## config.mk

```make
export PLATFORM = sky130hd
export DESIGN_NAME = periodic_task_dispatcher
export DESIGN_NICKNAME = d
export VERILOG_FILES = /design/src/hw/rtl/ptd_pkg.sv /design/src/hw/rtl/ptd_ctrl.sv /design/src/hw/rtl/ptd_dp.sv /design/src/hw/rtl/periodic_task_dispatcher.sv
export SDC_FILE = /design/constraint.sdc
export NUM_CORES = 1
export LEC_CHECK = 0
export ABC_AREA = 1
export BUFFER_PORTS_ARGS = -buffer_cell sky130_fd_sc_hd__buf_4
export CORE_UTILIZATION = 35
export DETAILED_ROUTE_END_ITERATION = 8
export GPL_TIMING_DRIVEN = 0
export PLACE_DENSITY = 0.47
export SYNTH_ARGS = -nofsm -noshare
export SYNTH_HDL_FRONTEND = slang
export SYNTH_HIERARCHICAL = 1
export SYNTH_SLANG_ARGS = --single-unit
```

## constraint.sdc

```tcl
create_clock -name clock -period 4.25 [get_ports clock]
set_clock_uncertainty 0.05 [all_clocks]
set_input_delay 0.85 -clock clock [delete_from_list [all_inputs] [get_ports clock]]
set_output_delay 0.85 -clock clock [all_outputs]
set_load 0.1 [all_outputs]
```

## src/hw/rtl/ptd_pkg.sv

```systemverilog
package ptd_pkg;

   // input actions
   localparam logic [1:0] ACT_CREATE   = 2'd0;
   localparam logic [1:0] ACT_DELETE   = 2'd1;
   localparam logic [1:0] ACT_OVERFLOW = 2'd2;

   // result status codes
   localparam logic [1:0] ST_OK    = 2'd0;
   localparam logic [1:0] ST_NULL  = 2'd1;
   localparam logic [1:0] ST_EMPTY = 2'd2;
   localparam logic [1:0] ST_FULL  = 2'd3;

   typedef struct packed {
      logic [7:0]  id;
      logic [15:0] period;
      logic [7:0]  priority_val;
      logic [15:0] counter;
      logic        ready;
   } entry_type;

   // controller to datapath
   typedef struct packed {
      logic       load_req;
      logic       idx_clr;
      logic       idx_inc;
      logic       insert;
      logic       remove;
      logic       tick_step;
      logic       ovf_bump;
      logic       status_we;
      logic [1:0] status;
      logic       load_out;
   } cmd_type;

   // datapath to controller
   typedef struct packed {
      logic [1:0] act;
      logic       id_null;
      logic       full;
      logic       empty;
      logic       tick_hit;
      logic       scan_end;
      logic       pri_gt;
      logic       id_match;
      logic       out_busy;
   } stat_type;

endpackage

```

## src/hw/rtl/ptd_ctrl.sv

```systemverilog
module ptd_ctrl
   import ptd_pkg::*;
(
   input  logic     clock,
   input  logic     reset,
   input  logic     req_valid,
   output logic     req_ready,
   input  stat_type stat,
   output cmd_type  cmd
);

   localparam logic [2:0] S_IDLE   = 3'd0;
   localparam logic [2:0] S_DECODE = 3'd1;
   localparam logic [2:0] S_CSCAN  = 3'd2;
   localparam logic [2:0] S_INSERT = 3'd3;
   localparam logic [2:0] S_DSCAN  = 3'd4;
   localparam logic [2:0] S_REMOVE = 3'd5;
   localparam logic [2:0] S_TWALK  = 3'd6;
   localparam logic [2:0] S_DONE   = 3'd7;

   logic [2:0] state_ff, state_in;

   always_ff @(posedge clock) begin
      if (reset) begin
         state_ff <= S_IDLE;
      end else begin
         state_ff <= state_in;
      end
   end

   assign req_ready = (state_ff == S_IDLE);

   always_comb begin
      state_in = state_ff;
      cmd      = '0;
      case (state_ff)
         S_IDLE: begin
            if (req_valid) begin
               cmd.load_req = 1'b1;
               cmd.idx_clr  = 1'b1;
               state_in     = S_DECODE;
            end
         end
         S_DECODE: begin
            case (stat.act)
               ACT_CREATE: begin
                  if (stat.id_null) begin
                     cmd.status_we = 1'b1;
                     cmd.status    = ST_NULL;
                     state_in      = S_DONE;
                  end else if (stat.full) begin
                     cmd.status_we = 1'b1;
                     cmd.status    = ST_FULL;
                     state_in      = S_DONE;
                  end else begin
                     state_in = S_CSCAN;
                  end
               end
               ACT_DELETE: begin
                  // empty table is reported ahead of a null id
                  if (stat.empty) begin
                     cmd.status_we = 1'b1;
                     cmd.status    = ST_EMPTY;
                     state_in      = S_DONE;
                  end else if (stat.id_null) begin
                     cmd.status_we = 1'b1;
                     cmd.status    = ST_NULL;
                     state_in      = S_DONE;
                  end else begin
                     state_in = S_DSCAN;
                  end
               end
               ACT_OVERFLOW: begin
                  cmd.ovf_bump = 1'b1;
                  state_in     = stat.tick_hit ? S_TWALK : S_DONE;
               end
               default: begin
                  state_in = S_DONE;
               end
            endcase
         end
         S_CSCAN: begin
            // insert after every entry of equal or lower priority value
            if (stat.scan_end || stat.pri_gt) begin
               state_in = S_INSERT;
            end else begin
               cmd.idx_inc = 1'b1;
            end
         end
         S_INSERT: begin
            cmd.insert = 1'b1;
            state_in   = S_DONE;
         end
         S_DSCAN: begin
            if (stat.scan_end) begin
               state_in = S_DONE;
            end else if (stat.id_match) begin
               state_in = S_REMOVE;
            end else begin
               cmd.idx_inc = 1'b1;
            end
         end
         S_REMOVE: begin
            cmd.remove = 1'b1;
            state_in   = S_DONE;
         end
         S_TWALK: begin
            if (stat.scan_end) begin
               state_in = S_DONE;
            end else begin
               cmd.tick_step = 1'b1;
               cmd.idx_inc   = 1'b1;
            end
         end
         S_DONE: begin
            if (!stat.out_busy) begin
               cmd.load_out = 1'b1;
               state_in     = S_IDLE;
            end
         end
         default: begin
            state_in = S_IDLE;
         end
      endcase
   end

endmodule

```

## src/hw/rtl/ptd_dp.sv

```systemverilog
module ptd_dp
   import ptd_pkg::*;
#(
   parameter int TASKS = 8
) (
   input  logic        clock,
   input  logic        reset,
   input  cmd_type     cmd,
   output stat_type    stat,
   input  logic [1:0]  req_action,
   input  logic [7:0]  req_task_id,
   input  logic [15:0] req_period,
   input  logic [7:0]  req_priority_req,
   input  logic        req_start_ready,
   input  logic        csr_valid,
   input  logic [7:0]  csr_tick_divide,
   output logic        rsp_valid,
   input  logic        rsp_ready,
   output logic [1:0]  rsp_status,
   output logic        rsp_dispatch_valid,
   output logic [7:0]  rsp_dispatch_task,
   output logic [3:0]  rsp_task_count
);

   localparam int CW = $clog2(TASKS + 1);
   localparam int IW = (TASKS > 1) ? $clog2(TASKS) : 1;

   entry_type ent_ff [TASKS];
   entry_type ent_in [TASKS];

   logic [CW-1:0] total_ff, total_in;
   logic [CW-1:0] idx_ff, idx_in;
   logic [7:0]    ovf_ff, ovf_in;
   logic [7:0]    tdiv_ff, tdiv_in;
   logic          found_ff, found_in;
   logic [7:0]    who_ff, who_in;
   logic [1:0]    status_ff, status_in;

   logic [1:0]    act_ff;
   logic [7:0]    id_ff;
   logic [15:0]   per_ff;
   logic [7:0]    pri_ff;
   logic          srdy_ff;

   logic          out_valid_ff, out_valid_in;
   logic [1:0]    out_status_ff;
   logic          out_disp_ff;
   logic [7:0]    out_who_ff;
   logic [3:0]    out_count_ff;

   logic [IW-1:0] ix;
   entry_type     rd;
   entry_type     new_ent;
   logic [7:0]    ovf_next;
   logic [15:0]   cnt_next;
   logic          rdy_next;
   logic [CW+3:0] total_ext;

   assign ix       = idx_ff[IW-1:0];
   assign rd       = (idx_ff < CW'(TASKS)) ? ent_ff[ix] : '0;
   assign ovf_next = ovf_ff + 8'd1;

   // saturating tick count of the walked entry
   assign cnt_next = (rd.counter == 16'hFFFF) ? rd.counter : rd.counter + 16'd1;
   assign rdy_next = rd.ready | (cnt_next >= rd.period);

   always_comb begin
      new_ent              = '0;
      new_ent.id           = id_ff;
      new_ent.period       = per_ff;
      new_ent.priority_val = pri_ff;
      new_ent.ready        = srdy_ff;
   end

   assign stat.act      = act_ff;
   assign stat.id_null  = (id_ff == 8'd0);
   assign stat.full     = (total_ff >= CW'(TASKS));
   assign stat.empty    = (total_ff == '0);
   assign stat.tick_hit = (ovf_next == tdiv_ff);
   assign stat.scan_end = (idx_ff == total_ff);
   assign stat.pri_gt   = (rd.priority_val > pri_ff);
   assign stat.id_match = (rd.id == id_ff);
   assign stat.out_busy = out_valid_ff & ~rsp_ready;

   always_comb begin
      for (int j = 0; j < TASKS; j++) begin
         ent_in[j] = ent_ff[j];
         if (cmd.insert) begin
            if (CW'(j) == idx_ff) begin
               ent_in[j] = new_ent;
            end else if (CW'(j) > idx_ff) begin
               ent_in[j] = ent_ff[(j + TASKS - 1) % TASKS];
            end
         end else if (cmd.remove) begin
            // slots past the fill level hold zero, so the gap closes cleanly
            if (CW'(j) >= idx_ff) begin
               ent_in[j] = (j == TASKS - 1) ? '0 : ent_ff[(j+1) % TASKS];
            end
         end else if (cmd.tick_step && (CW'(j) == idx_ff)) begin
            if (rdy_next && !found_ff) begin
               ent_in[j].counter = 16'd0;
               ent_in[j].ready   = 1'b0;
            end else begin
               ent_in[j].counter = cnt_next;
               ent_in[j].ready   = rdy_next;
            end
         end
      end
   end

   always_comb begin
      total_in  = total_ff;
      idx_in    = idx_ff;
      ovf_in    = ovf_ff;
      tdiv_in   = tdiv_ff;
      found_in  = found_ff;
      who_in    = who_ff;
      status_in = status_ff;

      if (cmd.insert) begin
         total_in = total_ff + CW'(1);
      end else if (cmd.remove) begin
         total_in = total_ff - CW'(1);
      end

      if (cmd.idx_clr) begin
         idx_in = '0;
      end else if (cmd.idx_inc) begin
         idx_in = idx_ff + CW'(1);
      end

      if (cmd.ovf_bump) begin
         ovf_in = stat.tick_hit ? 8'd0 : ovf_next;
      end

      if (csr_valid) begin
         tdiv_in = csr_tick_divide;
      end

      if (cmd.load_req) begin
         found_in  = 1'b0;
         who_in    = 8'd0;
         status_in = ST_OK;
      end else begin
         if (cmd.tick_step && rdy_next && !found_ff) begin
            found_in = 1'b1;
            who_in   = rd.id;
         end
         if (cmd.status_we) begin
            status_in = cmd.status;
         end
      end
   end

   always_comb begin
      out_valid_in = out_valid_ff;
      if (cmd.load_out) begin
         out_valid_in = 1'b1;
      end else if (rsp_ready) begin
         out_valid_in = 1'b0;
      end
   end

   assign total_ext = {4'b0000, total_ff};

   always_ff @(posedge clock) begin
      if (reset) begin
         for (int j = 0; j < TASKS; j++) begin
            ent_ff[j] <= '0;
         end
         total_ff     <= '0;
         idx_ff       <= '0;
         ovf_ff       <= 8'd0;
         tdiv_ff      <= 8'd1;
         found_ff     <= 1'b0;
         who_ff       <= 8'd0;
         status_ff    <= ST_OK;
         out_valid_ff <= 1'b0;
      end else begin
         for (int j = 0; j < TASKS; j++) begin
            ent_ff[j] <= ent_in[j];
         end
         total_ff     <= total_in;
         idx_ff       <= idx_in;
         ovf_ff       <= ovf_in;
         tdiv_ff      <= tdiv_in;
         found_ff     <= found_in;
         who_ff       <= who_in;
         status_ff    <= status_in;
         out_valid_ff <= out_valid_in;
      end
   end

   always_ff @(posedge clock) begin
      if (cmd.load_req) begin
         act_ff  <= req_action;
         id_ff   <= req_task_id;
         per_ff  <= req_period;
         pri_ff  <= req_priority_req;
         srdy_ff <= req_start_ready;
      end
      if (cmd.load_out) begin
         out_status_ff <= status_ff;
         out_disp_ff   <= found_ff;
         out_who_ff    <= who_ff;
         out_count_ff  <= total_ext[3:0];
      end
   end

   assign rsp_valid          = out_valid_ff;
   assign rsp_status         = out_status_ff;
   assign rsp_dispatch_valid = out_disp_ff;
   assign rsp_dispatch_task  = out_who_ff;
   assign rsp_task_count     = out_count_ff;

endmodule

```

## src/hw/rtl/periodic_task_dispatcher.sv

```systemverilog
// channel   valid      ready      payload
// req       req_valid  req_ready  req_action, req_task_id, req_period,
//                                 req_priority_req, req_start_ready
// rsp       rsp_valid  rsp_ready  rsp_status, rsp_dispatch_valid,
//                                 rsp_dispatch_task, rsp_task_count
// csr       csr_valid  csr_ready  csr_tick_divide
//
// one beat at a time: a rejected or plain beat needs no walk; create, delete
// or a scheduler tick walks over the task table
// at one entry per cycle in the datapath
// synchronous reset empties the table, clears the divider, tick_divide = 1
// a finished result sits in the output register; the next req beat is taken
// meanwhile and its result waits until the held one is taken
module periodic_task_dispatcher
   import ptd_pkg::*;
#(
   parameter int TASKS = 8
) (
   input  logic        clock,
   input  logic        reset,
   input  logic        req_valid,
   output logic        req_ready,
   input  logic [1:0]  req_action,
   input  logic [7:0]  req_task_id,
   input  logic [15:0] req_period,
   input  logic [7:0]  req_priority_req,
   input  logic        req_start_ready,
   output logic        rsp_valid,
   input  logic        rsp_ready,
   output logic [1:0]  rsp_status,
   output logic        rsp_dispatch_valid,
   output logic [7:0]  rsp_dispatch_task,
   output logic [3:0]  rsp_task_count,
   input  logic        csr_valid,
   output logic        csr_ready,
   input  logic [7:0]  csr_tick_divide
);

   cmd_type  cmd;
   stat_type stat;

   assign csr_ready = 1'b1;

   ptd_ctrl u_ctrl (
      .clock     (clock),
      .reset     (reset),
      .req_valid (req_valid),
      .req_ready (req_ready),
      .stat      (stat),
      .cmd       (cmd)
   );

   ptd_dp #(
      .TASKS (TASKS)
   ) u_dp (
      .clock              (clock),
      .reset              (reset),
      .cmd                (cmd),
      .stat               (stat),
      .req_action         (req_action),
      .req_task_id        (req_task_id),
      .req_period         (req_period),
      .req_priority_req   (req_priority_req),
      .req_start_ready    (req_start_ready),
      .csr_valid          (csr_valid),
      .csr_tick_divide    (csr_tick_divide),
      .rsp_valid          (rsp_valid),
      .rsp_ready          (rsp_ready),
      .rsp_status         (rsp_status),
      .rsp_dispatch_valid (rsp_dispatch_valid),
      .rsp_dispatch_task  (rsp_dispatch_task),
      .rsp_task_count     (rsp_task_count)
   );

endmodule
```

==> run_results.csv <==
group,metric,value,unit
finish,drive_above_1_share,0.123,
synth,yosys_warnings,6,
synth,synth_cell_types,44,
placement,dpl_cell_area,29300,um2
sta,worstMarginPinSlew,1.38,ns
die,die_area,79600,um2
worst_setup_path,crit_chain,"inv_6 > buf_8 > buf_12 > buf_4 > clkbuf_8 > buf_6 > clkbuf_8 > o21ai_0 > nand3_1 > nand3_2 > ha_1 > a21oi_1 > o21ai_1 > a21oi_2 > nand4_1 > buf_6 > nand2_4 > inv_2 > nor2_4 > buf_12 > buf_16 > nand2_8 > a21oi_2",
die,chipHeight,282,um
global_routing,antenna_found_initial,4,
sta,setup_viol,0,
clock_tree,clock_latency,0.66,ns
synth,ys_seq_elements,484,
finish,fin_util,0.425,
synth,synth_enable_flop_cells,50,
sta,clock.fmax,239,MHz
die,placementRows,102,
placement,place_congestion,0.995,
job,maxCapViolations,0,
clock_tree,numCtsBuffers,59,
finish,nFillCells,8297,
clock_tree,clockRootBuffer,"clkbuf_16",
placement,dp_hpwl,102000,um
synth,seq_area_frac_synth,0.371,
placement,place_inst,4955,
clock_tree,cts_tree,"done",
synth,netlist.area_leader.share,0.316,
run_status,status,"finished, final reports clean",
finish,layout_commonest_cell,"a21oi_1",
clock_tree,h-tree-depth,2,
synth,synthArstFlopShare,0,
worst_hold_path,worstHoldPathType,"in2reg",
route,drtIter0Drc,4002,
worst_setup_path,worstPathRequired,4.77,ns
finish,fin_area,33000,um2
sta,fin_ws,0.0644,ns
global_routing,grt.total_usage,0.347,
clock_tree,clkTransAtPathRegs,0.06,ns
sta,timing.final.crit_share,0.985,
route,wire_per_inst,27.8,um
sta,finalCriticalPeriod,4.19,ns
worst_setup_path,crit_slowest_cell,"dfxtp_4",
die,fp.dieW,282,um
global_routing,grt_pass1_vias,28900,
worst_setup_path,startpoint_type,"flip-flop",
finish,synthToLayoutAreaGrowth,20.2,%
synth,dominantRegCellSynth,"dfxtp_1",
worst_setup_path,cp_data_arrival_time,4.71,ns
finish,layout_common_cells,"a21oi_1, o21ai_0, dfxtp_1, inv_1, nand2_1",
synth,yosys-top-cells-area,"dfxtp_1, a21oi_1, o21ai_0",
sta,rsz0062_at_grt,"true",
route,viasPerCell,6.13,
sta,hold_ws,0.314,ns
die,core,77600,um2
sta,setup_tns,0,ns
global_routing,grt_max_degree,37,
route,routed_wirelength,142000,um
die,initial_core_util,0.354,
synth,syn_inst,3851,
sta,hold_violations,0,
route,antenna_left,0,
sta,slew_headroom,0.0766,
route,drt-pass1-iter-count,7,
power_and_ir_drop,p_leak,11.9,nW
finish,final_nets,4101,
synth,synth.avg_cell_area,7.13,um2
finish,finalNonFillerCells,5109,
worst_setup_path,path_max_fanout,10,
synth,syn-cell-area,27500,um2
synth,syn-num-nets,3935,
sta,drv_slew,0,
power_and_ir_drop,power_density,848,nW/um2
placement,portBuffers,64,
power_and_ir_drop,ir_worst_vdd,0.000910,V
worst_setup_path,end_kind,"flip-flop",
worst_setup_path,path_class,"reg2reg",
route,vias,31300,
synth,netlist.top_cell.by_area,"dfxtp_1",
global_routing,gr-total-overflow,0,
die,io_pins,66,
clock_tree,clockBufferDepth,3,
clock_tree,cts_sinks,484,
power_and_ir_drop,power,28.0,mW
global_routing,grt_pass1_wl,203000,um
worst_setup_path,slowest_delay,0.44,ns
route,drc,0,
placement,place_worst_setup_slack,-2.19,ns
-- flip-flops by register name, indices dropped and copies added (netlist names), 3 cells and up, named ones only --
name	flops
u_dp/ent_ff	392
u_dp/rsp_dispatch_task	8
u_dp/ovf_ff	8
u_dp/idx_ff	4
u_dp/tdiv_ff	8
u_dp/id_ff	8
u_dp/total_ff	4
u_dp/rsp_task_count	4
u_ctrl/state_ff	3
u_dp/who_ff	8
u_dp/per_ff	16
u_dp/pri_ff	8
-- path summary, 6_finish.rpt --
| path | startpoint | to | slack, ns | cells past startpoint |
|---|---|---|---|---|
| hold reg to reg | u_dp/status_ff[1] | u_dp/rsp_status[1] | 0.38 | 0 |
| setup reg to reg | flip-flop | u_dp/ent_ff[0][13] | 0.06 | 23 |
| hold / removal | req_priority_req[4] | u_dp/pri_ff[4] | 0.31 | 1 |
| setup / recovery | flip-flop | u_dp/ent_ff[0][13] | 0.06 | 23 |
-- power breakdown --
group	total [mW]	switching [mW]	internal (mW)
clock network	5.26	2.21	3.05
registers	7.25	1.31	5.94
logic	15.5	10.6	4.92
-- cell families after synthesis --
group	Yosys count	synth area share
simple gates	801	0.127
other cells	1	0.000137
buf+inv	735	0.106
compound gates	1771	0.372
flops	484	0.371
fa+ha+maj	36	0.0167
xor+xnor	23	0.00733
-- area by class of cell --
type	instances	area [um2]	share of cell area
inverters	406	1530	0.0465
diodes	3	7.51	0.000227
plain buffers	328	1810	0.0550
clock buffers	79	1640	0.0497
clock inverters	31	308	0.00932
well taps	1040	1300	0.0394
repair buffers	106	920	0.0279
flip-flops and latches	484	10200	0.309
multi-input cells	2632	15300	0.463
-- Yosys cell counts, types with 2 or more instances --
cell and count:
a21oi_1 808, o21ai_0 556, dfxtp_1 434, nand2_1 395, inv_1 385, a221oi_1 277
clkbuf_1 246, nand3_1 200, nor2_1 131, o211ai_1 61, edfxtp_1 50, buf_1 38
ha_1 35, a31oi_1 32, buf_2 26, nand2_2 24, a21oi_2 22, inv_2 17
xor2_1 16, nand4_1 12, buf_6 11, buf_4 8, nor2_2 8, nor3_1 7
xnor2_1 7, nor2_4 6, o21ai_1 6, clkinv_1 4, or2_2 4, nand2_4 3
nand3_2 3, nand3b_1 3, o211a_1 3, a211oi_1 2, nor4_1 2
-- metal layers --
| layer | part of all wire | up-vias | track usage |
|---|---|---|---|
| met5 | 0.000092 | - | 0 |
| met4 | 0.058 | 2 | 0.176 |
| met3 | 0.10 | 456 | 0.0718 |
| met2 | 0.43 | 1795 | 0.526 |
| met1 | 0.41 | 15000 | 0.464 |
| li1 | - | 14100 | - |
-- timing repair --
item	in CTS	in global routing
endpoints found under the setup margin	154	149
hold endpoints to repair	0	0
gates resized for setup	167	216
gates cloned	1	3
pin swaps	7	32
hold buffers	0	0
setup buffers	9	28
-- worst max-delay path: cells and delay by family (launching register included) --
kind	cells	cell delay [ns]
DFF	1	0.44
AOI/OAI and AO/OA	5	0.87
buffers and inverters	11	1.67
adders and majority gates	1	0.26
and+or+nand+nor	6	0.76
(Power assumes the default switching activity.)
